[src/hw/rtl/tcr_pkg.sv]
// ----------------------------------------------------------------------------
// tcr_pkg
// Shared types and codes for the telecontrol command retry sequencer:
// request and result payloads, register map, command and status codes.
// ----------------------------------------------------------------------------
package tcr_pkg;

    localparam int TIMER_BITS_DEF = 16;
    localparam int LIMIT_W        = 8;
    localparam int TICKS_W        = 16;
    localparam int PADDR_W        = 5;
    localparam int PDATA_W        = 32;
    localparam int REG_IDX_W      = 3;

    typedef enum logic [REG_IDX_W-1:0] {
        REG_USER_ENABLE     = 3'd0,
        REG_RETRY_ON_LIMIT  = 3'd1,
        REG_RETRY_OFF_LIMIT = 3'd2,
        REG_TIMEOUT_TICKS   = 3'd3,
        REG_DELAY_TICKS     = 3'd4
    } reg_idx_t;

    localparam logic               USER_ENABLE_RST = 1'b0;
    localparam logic [LIMIT_W-1:0] RETRY_ON_RST    = 8'd3;
    localparam logic [LIMIT_W-1:0] RETRY_OFF_RST   = 8'd3;
    localparam logic [TICKS_W-1:0] TIMEOUT_RST     = 16'd10;
    localparam logic [TICKS_W-1:0] DELAY_RST       = 16'd5;

    localparam logic [LIMIT_W-1:0] ATTEMPT_MAX = {LIMIT_W{1'b1}};

    localparam logic       OP_POLL = 1'b0;
    localparam logic       OP_SET  = 1'b1;

    localparam logic [1:0] DRIVE_NONE = 2'd0;
    localparam logic [1:0] DRIVE_ON   = 2'd1;
    localparam logic [1:0] DRIVE_OFF  = 2'd2;

    localparam logic [2:0] ST_DONE_OFF   = 3'd0;
    localparam logic [2:0] ST_DONE_ON    = 3'd1;
    localparam logic [2:0] ST_USER_BLK   = 3'd2;
    localparam logic [2:0] ST_HW_BLK     = 3'd3;
    localparam logic [2:0] ST_EXHAUSTED  = 3'd4;

    typedef struct packed {
        logic op;
        logic requested_value;
        logic set_value;
        logic confirm_present;
        logic confirm_state;
        logic permit_present;
        logic permit_state;
        logic tick;
    } poll_item_t;

    typedef struct packed {
        logic [1:0] drive_command;
        logic       status_valid;
        logic [2:0] status_code;
        logic       revert_valid;
        logic       revert_value;
    } result_item_t;

    typedef struct packed {
        logic               user_enable;
        logic [LIMIT_W-1:0] retry_on_limit;
        logic [LIMIT_W-1:0] retry_off_limit;
        logic [TICKS_W-1:0] timeout_ticks;
        logic [TICKS_W-1:0] delay_ticks;
    } cfg_t;

endpackage

[src/hw/rtl/telecontrol_command_retry_fsm_unit.sv]
// ----------------------------------------------------------------------------
// telecontrol_command_retry_fsm_unit
// Remote switch command sequencer with confirmation timeout, pause and retry.
//
//   channel  | signals                                  | payload
//   ---------+------------------------------------------+---------------
//   poll     | poll_valid / poll_ready                  | poll_item_t
//   result   | result_valid / result_ready              | result_item_t
//   config   | psel penable pwrite paddr pwdata prdata  | 5 registers
//
// One request in, one result out; a request moves from the input register
// to the result register when the result register is free or being taken,
// so one request per cycle is sustained while result_ready stays high.
// A stalled result holds the result register; the input register still
// takes one more request behind it. Reset clears all sequencing state.
// ----------------------------------------------------------------------------
module telecontrol_command_retry_fsm_unit
    import tcr_pkg::*;
#(
    parameter int TIMER_BITS = TIMER_BITS_DEF
)
(
    input  logic               clk,
    input  logic               rst_n,
    input  logic               poll_valid,
    output logic               poll_ready,
    input  poll_item_t         poll_item,
    output logic               result_valid,
    input  logic               result_ready,
    output result_item_t       result_item,
    input  logic               psel,
    input  logic               penable,
    input  logic               pwrite,
    input  logic [PADDR_W-1:0] paddr,
    input  logic [PDATA_W-1:0] pwdata,
    output logic [PDATA_W-1:0] prdata,
    output logic               pready
);

    cfg_t       cfg;
    poll_item_t item_reg;
    logic       item_valid_reg, item_valid_next;
    logic       out_valid_reg,  out_valid_next;
    logic       step;

    assign step            = item_valid_reg && (!out_valid_reg || result_ready);
    assign poll_ready      = !item_valid_reg || step;
    assign item_valid_next = (poll_valid && poll_ready) || (item_valid_reg && !step);
    assign out_valid_next  = step || (out_valid_reg && !result_ready);
    assign result_valid    = out_valid_reg;

    tcr_cfg_regs u_cfg
    (
        .clk     (clk),
        .rst_n   (rst_n),
        .psel    (psel),
        .penable (penable),
        .pwrite  (pwrite),
        .paddr   (paddr),
        .pwdata  (pwdata),
        .prdata  (prdata),
        .pready  (pready),
        .cfg     (cfg)
    );

    tcr_seq #(
        .TIMER_BITS (TIMER_BITS)
    ) u_seq
    (
        .clk    (clk),
        .rst_n  (rst_n),
        .step   (step),
        .item   (item_reg),
        .cfg    (cfg),
        .result (result_item)
    );

    always_ff @(posedge clk or negedge rst_n)
    begin
        if (!rst_n)
        begin
            item_valid_reg <= 1'b0;
            out_valid_reg  <= 1'b0;
        end
        else
        begin
            item_valid_reg <= item_valid_next;
            out_valid_reg  <= out_valid_next;
        end
    end

    always_ff @(posedge clk)
    begin
        if (poll_valid && poll_ready)
        begin
            item_reg <= poll_item;
        end
    end

    a_revert_is_failure: assert property (@(posedge clk) disable iff (!rst_n)
        result_valid && result_item.revert_valid |->
            result_item.status_valid && result_item.status_code == ST_EXHAUSTED)
        else $error("revert without retries exhausted status");

    a_drive_code: assert property (@(posedge clk) disable iff (!rst_n)
        result_valid |-> result_item.drive_command != 2'd3)
        else $error("undefined drive command");

    a_held_request: assert property (@(posedge clk) disable iff (!rst_n)
        item_valid_reg && !step |=> item_valid_reg && $stable(item_reg))
        else $error("pending request lost");

    a_result_from_step: assert property (@(posedge clk) disable iff (!rst_n)
        !result_valid |-> !$past(step) || !rst_n)
        else $error("result dropped after step");

endmodule

[src/hw/rtl/tcr_cfg_regs.sv]
// ----------------------------------------------------------------------------
// tcr_cfg_regs
// Configuration register file behind a simple APB-style slave port.
// ----------------------------------------------------------------------------
module tcr_cfg_regs
    import tcr_pkg::*;
(
    input  logic               clk,
    input  logic               rst_n,
    input  logic               psel,
    input  logic               penable,
    input  logic               pwrite,
    input  logic [PADDR_W-1:0] paddr,
    input  logic [PDATA_W-1:0] pwdata,
    output logic [PDATA_W-1:0] prdata,
    output logic               pready,
    output cfg_t               cfg
);

    cfg_t     cfg_reg;
    logic     wr_en;
    reg_idx_t idx;

    assign pready = 1'b1;
    assign wr_en  = psel && penable && pwrite;
    assign idx    = reg_idx_t'(paddr[PADDR_W-1:2]);
    assign cfg    = cfg_reg;

    always_ff @(posedge clk or negedge rst_n)
    begin
        if (!rst_n)
        begin
            cfg_reg.user_enable     <= USER_ENABLE_RST;
            cfg_reg.retry_on_limit  <= RETRY_ON_RST;
            cfg_reg.retry_off_limit <= RETRY_OFF_RST;
            cfg_reg.timeout_ticks   <= TIMEOUT_RST;
            cfg_reg.delay_ticks     <= DELAY_RST;
        end
        else if (wr_en)
        begin
            case (idx)
                REG_USER_ENABLE:     cfg_reg.user_enable     <= pwdata[0];
                REG_RETRY_ON_LIMIT:  cfg_reg.retry_on_limit  <= pwdata[LIMIT_W-1:0];
                REG_RETRY_OFF_LIMIT: cfg_reg.retry_off_limit <= pwdata[LIMIT_W-1:0];
                REG_TIMEOUT_TICKS:   cfg_reg.timeout_ticks   <= pwdata[TICKS_W-1:0];
                REG_DELAY_TICKS:     cfg_reg.delay_ticks     <= pwdata[TICKS_W-1:0];
                default:             ;
            endcase
        end
    end

    always_comb
    begin
        case (idx)
            REG_USER_ENABLE:     prdata = PDATA_W'(cfg_reg.user_enable);
            REG_RETRY_ON_LIMIT:  prdata = PDATA_W'(cfg_reg.retry_on_limit);
            REG_RETRY_OFF_LIMIT: prdata = PDATA_W'(cfg_reg.retry_off_limit);
            REG_TIMEOUT_TICKS:   prdata = PDATA_W'(cfg_reg.timeout_ticks);
            REG_DELAY_TICKS:     prdata = PDATA_W'(cfg_reg.delay_ticks);
            default:             prdata = '0;
        endcase
    end

endmodule

[src/hw/rtl/tcr_seq.sv]
// ----------------------------------------------------------------------------
// tcr_seq
// Command sequencer: blocking checks, set values, issue, confirmation wait,
// timeout, pause and retry, with the result register loaded in the same step.
// ----------------------------------------------------------------------------
module tcr_seq
    import tcr_pkg::*;
#(
    parameter int TIMER_BITS = TIMER_BITS_DEF
)
(
    input  logic         clk,
    input  logic         rst_n,
    input  logic         step,
    input  poll_item_t   item,
    input  cfg_t         cfg,
    output result_item_t result
);

    localparam int CMP_W = (TIMER_BITS > TICKS_W) ? TIMER_BITS : TICKS_W;
    localparam logic [TIMER_BITS-1:0] TMAX = {TIMER_BITS{1'b1}};

    typedef enum logic [2:0] {
        PH_IDLE      = 3'd0,
        PH_TRY_ON    = 3'd1,
        PH_TRY_OFF   = 3'd2,
        PH_DELAY_ON  = 3'd3,
        PH_DELAY_OFF = 3'd4
    } phase_t;

    phase_t                phase_reg,   phase_next;
    logic                  last_reg,    last_next;
    logic [LIMIT_W-1:0]    attempt_reg, attempt_next;
    logic [TIMER_BITS-1:0] wait_reg,    wait_next;
    logic [TIMER_BITS-1:0] pause_reg,   pause_next;
    result_item_t          result_reg,  result_next;

    logic                  fb;
    logic                  permit;
    logic                  on_dir;
    logic [TIMER_BITS-1:0] wait_adv;
    logic [TIMER_BITS-1:0] pause_adv;
    logic                  wait_exp;
    logic                  pause_exp;
    logic [LIMIT_W-1:0]    attempt_inc;
    logic [LIMIT_W-1:0]    lim;

    assign fb          = item.confirm_present ? item.confirm_state : last_reg;
    assign permit      = item.permit_present ? item.permit_state : 1'b1;
    assign on_dir      = (phase_reg == PH_TRY_ON);
    assign wait_adv    = (item.tick && wait_reg != TMAX) ? wait_reg + TIMER_BITS'(1)
                                                         : wait_reg;
    assign pause_adv   = (item.tick && pause_reg != TMAX) ? pause_reg + TIMER_BITS'(1)
                                                          : pause_reg;
    assign wait_exp    = (CMP_W'(wait_adv) >= CMP_W'(cfg.timeout_ticks)) || (wait_adv == TMAX);
    assign pause_exp   = (CMP_W'(pause_adv) >= CMP_W'(cfg.delay_ticks)) || (pause_adv == TMAX);
    assign attempt_inc = (attempt_reg != ATTEMPT_MAX) ? attempt_reg + LIMIT_W'(1)
                                                      : attempt_reg;
    assign lim         = on_dir ? cfg.retry_on_limit : cfg.retry_off_limit;
    assign result      = result_reg;

    always_comb
    begin
        phase_next   = phase_reg;
        last_next    = last_reg;
        attempt_next = attempt_reg;
        wait_next    = wait_reg;
        pause_next   = pause_reg;
        result_next  = '0;

        if (item.op == OP_SET)
        begin
            if (!item.confirm_present && last_reg != item.set_value)
            begin
                result_next.status_valid = 1'b1;
                result_next.status_code  = item.set_value ? ST_DONE_ON : ST_DONE_OFF;
                last_next                = item.set_value;
            end
        end
        else
        begin
            case (phase_reg)
                PH_IDLE:
                begin
                    if (last_reg != item.requested_value)
                    begin
                        if (!permit)
                        begin
                            result_next.status_valid = 1'b1;
                            result_next.status_code  = ST_HW_BLK;
                        end
                        else if (!cfg.user_enable)
                        begin
                            result_next.status_valid = 1'b1;
                            result_next.status_code  = ST_USER_BLK;
                        end
                        else
                        begin
                            last_next = item.requested_value;
                            wait_next = '0;
                            phase_next = item.requested_value ? PH_TRY_ON : PH_TRY_OFF;
                            result_next.drive_command =
                                item.requested_value ? DRIVE_ON : DRIVE_OFF;
                        end
                    end
                end
                PH_TRY_ON, PH_TRY_OFF:
                begin
                    if (fb == on_dir)
                    begin
                        last_next                = on_dir;
                        result_next.status_valid = 1'b1;
                        result_next.status_code  = on_dir ? ST_DONE_ON : ST_DONE_OFF;
                        attempt_next             = '0;
                        phase_next               = PH_IDLE;
                    end
                    else
                    begin
                        wait_next = wait_adv;
                        if (wait_exp)
                        begin
                            if (attempt_inc >= lim)
                            begin
                                result_next.revert_valid = 1'b1;
                                result_next.revert_value = last_reg;
                                result_next.status_valid = 1'b1;
                                result_next.status_code  = ST_EXHAUSTED;
                                attempt_next             = '0;
                                phase_next               = PH_IDLE;
                            end
                            else
                            begin
                                attempt_next = attempt_inc;
                                pause_next   = '0;
                                phase_next   = on_dir ? PH_DELAY_ON : PH_DELAY_OFF;
                            end
                        end
                    end
                end
                PH_DELAY_ON, PH_DELAY_OFF:
                begin
                    pause_next = pause_adv;
                    if (pause_exp)
                    begin
                        wait_next = '0;
                        if (phase_reg == PH_DELAY_ON)
                        begin
                            phase_next                = PH_TRY_ON;
                            result_next.drive_command = DRIVE_ON;
                        end
                        else
                        begin
                            phase_next                = PH_TRY_OFF;
                            result_next.drive_command = DRIVE_OFF;
                        end
                    end
                end
                default:
                begin
                    phase_next = PH_IDLE;
                end
            endcase
        end
    end

    always_ff @(posedge clk or negedge rst_n)
    begin
        if (!rst_n)
        begin
            phase_reg   <= PH_IDLE;
            last_reg    <= 1'b0;
            attempt_reg <= '0;
            wait_reg    <= '0;
            pause_reg   <= '0;
            result_reg  <= '0;
        end
        else if (step)
        begin
            phase_reg   <= phase_next;
            last_reg    <= last_next;
            attempt_reg <= attempt_next;
            wait_reg    <= wait_next;
            pause_reg   <= pause_next;
            result_reg  <= result_next;
        end
    end

endmodule

[config.mk]
export PLATFORM = sky130hd
export DESIGN_NAME = telecontrol_command_retry_fsm_unit
export DESIGN_NICKNAME = d
export VERILOG_FILES = /design/src/hw/rtl/tcr_pkg.sv /design/src/hw/rtl/telecontrol_command_retry_fsm_unit.sv /design/src/hw/rtl/tcr_cfg_regs.sv /design/src/hw/rtl/tcr_seq.sv
export SDC_FILE = /design/constraint.sdc
export NUM_CORES = 1
export LEC_CHECK = 0
export BUFFER_PORTS_ARGS = -buffer_cell sky130_fd_sc_hd__clkbuf_2
export CAP_MARGIN = 20
export CORE_MARGIN = 2
export CORE_UTILIZATION = 50
export CTS_BUF_LIST = sky130_fd_sc_hd__clkbuf_2
export CTS_CLUSTER_DIAMETER = 40
export DETAILED_ROUTE_END_ITERATION = 7
export PLACE_DENSITY = 0.7
export SYNTH_ARGS = -nofsm -noshare
export SYNTH_HDL_FRONTEND = slang
export SYNTH_HIERARCHICAL = 1
export SYNTH_SLANG_ARGS = --single-unit
[constraint.sdc]
create_clock -name clk -period 5.24 [get_ports clk]
set_clock_uncertainty 0.2 [all_clocks]
set_input_delay 1.048 -clock clk [delete_from_list [all_inputs] [get_ports clk]]
set_output_delay 1.048 -clock clk [all_outputs]
set_load 0.02 [all_outputs]
==> summary.txt <==
Cells and area
  • Proportion of layout cells with a drive suffix above 1: 0.214
  • Nets: 928
  • Commonest non-fill, non-tap cells in the layout: 95 x dfrtp_1, 67 x clkbuf_2, 61 x inv_1
  • Fin util: 0.543
  • Non-filler cells, final: 1048
  • Syn-to-layout area delta: 6.15%
  • Largest register FFs: 49
  • Most common cell after layout, fill and taps aside: dfrtp_1
  • Antenna fix cells: 0

Yosys
  • Ys Warns: 6
  • Mapped cell area: 7810 um^2
  • Synth Instances: 787
  • Top_reg_cell synth: dfrtp_1
  • Syn Area/Cell: 9.92 um^2
  • Post-synthesis sequential area ratio: 0.362
  • Number of synthesized register bits: 111
  • Asr flop ratio synth: 0.928
  • Post-synth EDFFs: 8
  • Netlist cell types: 82

Timing
  • Max Fclk: 211 MHz
  • Rel. slew slack: 0.496
  • Slew Viols, Final: 0
  • Final min period: 4730 ps
  • Unrepaired setup endpoints after global routing: no
  • Final setup vio count: 0
  • Tightest Pin Transition: 750 ps
  • Period utilization: 0.903
  • Final hold violation count: 0
  • Setup TNS: 0 ps

Clock tree
  • Clk_lat worst skew: 670 ps
  • CTS tree: done
  • Clock transition at path regs: 320 ps
  • Root Buffer: clkbuf_2
  • H-tree depth: 3
  • Clock Tree Buf Depth: 2
  • Setup Buffers After CTS: 0
  • Sink Count: 111
  • CTS Buf Count: 9

Routing
  • Wire per inst: 16.9 um
  • WL final: 17.7 mm
  • Post-route ant nets: 0
  • Via density: 5.72
  • Vias: 5993
  • Number of remaining DRC errors: 0
  • DRT iter0 DRCs: 354
  • DRT Pass-1 Iters: 4

Pwr
  • Power Total: 2910 uW
  • Pleak: 0.00399 uW
  • VDD IR max: 0.241 mV
  • Pwr/cell area: 351 nW/um^2

Critical path
  • Critical Path Start Type: flip-flop
  • Nature of the critical path endpoint: flip-flop
  • WS Path Type: flip-flop to flip-flop
  • Arr. time, crit path: 5130 ps
  • CP required: 5640 ps
  • Crit path max fanout: 7

Die
  • Core Rows: 45
  • Die area: 16600 um^2
  • Die W: 129 um
  • Core box area: 15300 um^2
  • IO Count: 95
  • Die Y: 129 um
  • Initial core utilization: 0.512

GRT
  • Largest net degree at the start of global routing: 78
  • First-pass GRT wire length: 29.6 mm
  • Number of global-route vias before repair: 5795
  • Global route overflow: 0
  • Total track usage: 0.224
  • Initial antenna violation count: 0

Flow run
  • Max_cap viols: 0

Place
  • Routability Congestion: 0.937
  • PortBufs: 59
  • Detail Placement HPWL: 13.3 mm
  • DP Cell Count: 1030

Status
  • Outcome: finished, final reports clean

Hold path
  • Worst hold path type: input pin to flip-flop
-- cells by family after synthesis --
| kind of cell | share of synthesized area |
|---|---|
| compound gates | 0.158 |
| xor+xnor | 0.0247 |
| fa+ha+maj | 0.0705 |
| buf+inv | 0.0713 |
| flops | 0.362 |
| mux | 0.128 |
| other cells | 0.000962 |
| simple gates | 0.184 |
-- where the power goes --
part | internal (uW) | leakage, uW | switching, uW
combinational | 564 | 0.00253 | 756
clock | 63.4 | 0.0000565 | 308
sequential | 1030 | 0.00140 | 194
total | 1650 | 0.00399 | 1260
-- synth_stat cells, types with 8 or more instances --
library cell | instances | area (um^2)
mux2_4 | 20 | 300
mux2i_1 | 24 | 240
ha_1 | 44 | 551
clkbuf_1 | 11 | 41.3
a21oi_1 | 23 | 115
edfxtp_1 | 8 | 240
nand2_1 | 54 | 203
xor2_1 | 10 | 87.6
a22o_1 | 18 | 158
o21ai_0 | 33 | 165
and2_1 | 8 | 50.1
o22ai_1 | 9 | 56.3
nor4_1 | 9 | 56.3
inv_1 | 61 | 229
o211ai_1 | 9 | 67.6
dfstp_2 | 8 | 210
xnor2_1 | 12 | 105
nor2_1 | 36 | 135
dfrtp_1 | 95 | 2380
nand3_1 | 31 | 155
a21o_1 | 22 | 165
buf_2 | 14 | 70.1
nand2b_1 | 18 | 113
nand4_1 | 15 | 93.8
nor3_1 | 12 | 60.1
buf_4 | 17 | 128
mux2_2 | 39 | 439
-- worst max-delay path: stages, from the launching register on --
cell      delay (ps)
dfrtp_1          570
ha_1             340
nand2_1           90
nor4_1           560
nor4_1           200
and3_1           290
nand3_1          160
xnor2_1          150
ha_1             270
a21o_1           180
a21o_1           160
a21oi_1          120
o21ai_0          140
a21oi_1          350
a21boi_2         120
o22ai_2          350
buf_4            240
mux2i_1          180
-- what timing repair did --
item,CTS,global route
hold endpoints to repair,0,8
hold buffers,0,1
gates resized for setup,0,0
-- final timing paths --
path                                        start                   to  slack, ps  depth (start not counted)
worst max-delay path            u_seq/wait_reg[0]  u_seq/pause_reg[14]        510                         17
worst min-delay path                 poll_item[6]          item_reg[6]        320                          1
worst max register to register  u_seq/wait_reg[0]  u_seq/pause_reg[14]        510                         17
worst min register to register    u_seq/result[1]      u_seq/result[1]        350                          2
max in group asynchronous                   rst_n        u_cfg/cfg[41]       3310                          4
min in group asynchronous                   rst_n        u_cfg/cfg[15]        500                          2
-- routing by layer --
metal,GRT usage,vias to the layer above,routed length [um]
met5,0,-,0
met4,0.0633,0,318
met3,0.0441,23,724
met2,0.347,149,7970
met1,0.321,2885,8720
li1,-,2936,-
-- final cells by class --
cell class                      instances  area, um^2
Tap cell                              211         264
Clock inverter                          7        47.5
Timing Repair Buffer                   69         395
Clock buffer                            9        45.0
Sequential cell                       111        2830
Inverter                               61         229
Multi-Input combinational cell        580        4480
Fill cell                            1409        6970
-- per-stage QoR --
| stage | setup WS [ps] | hold WS, ps | cell area, um^2 |
|---|---|---|---|
| floorplan | 1170 | 291 | 7870 |
| global placement | 608 | 309 | 8160 |
| detailed placement | 584 | 318 | 8160 |
| CTS | 545 | 259 | 8250 |
| global route | 49.3 | 229 | 8290 |
| finish | 510 | 319 | 8290 |
(Power assumes the default switching activity.)
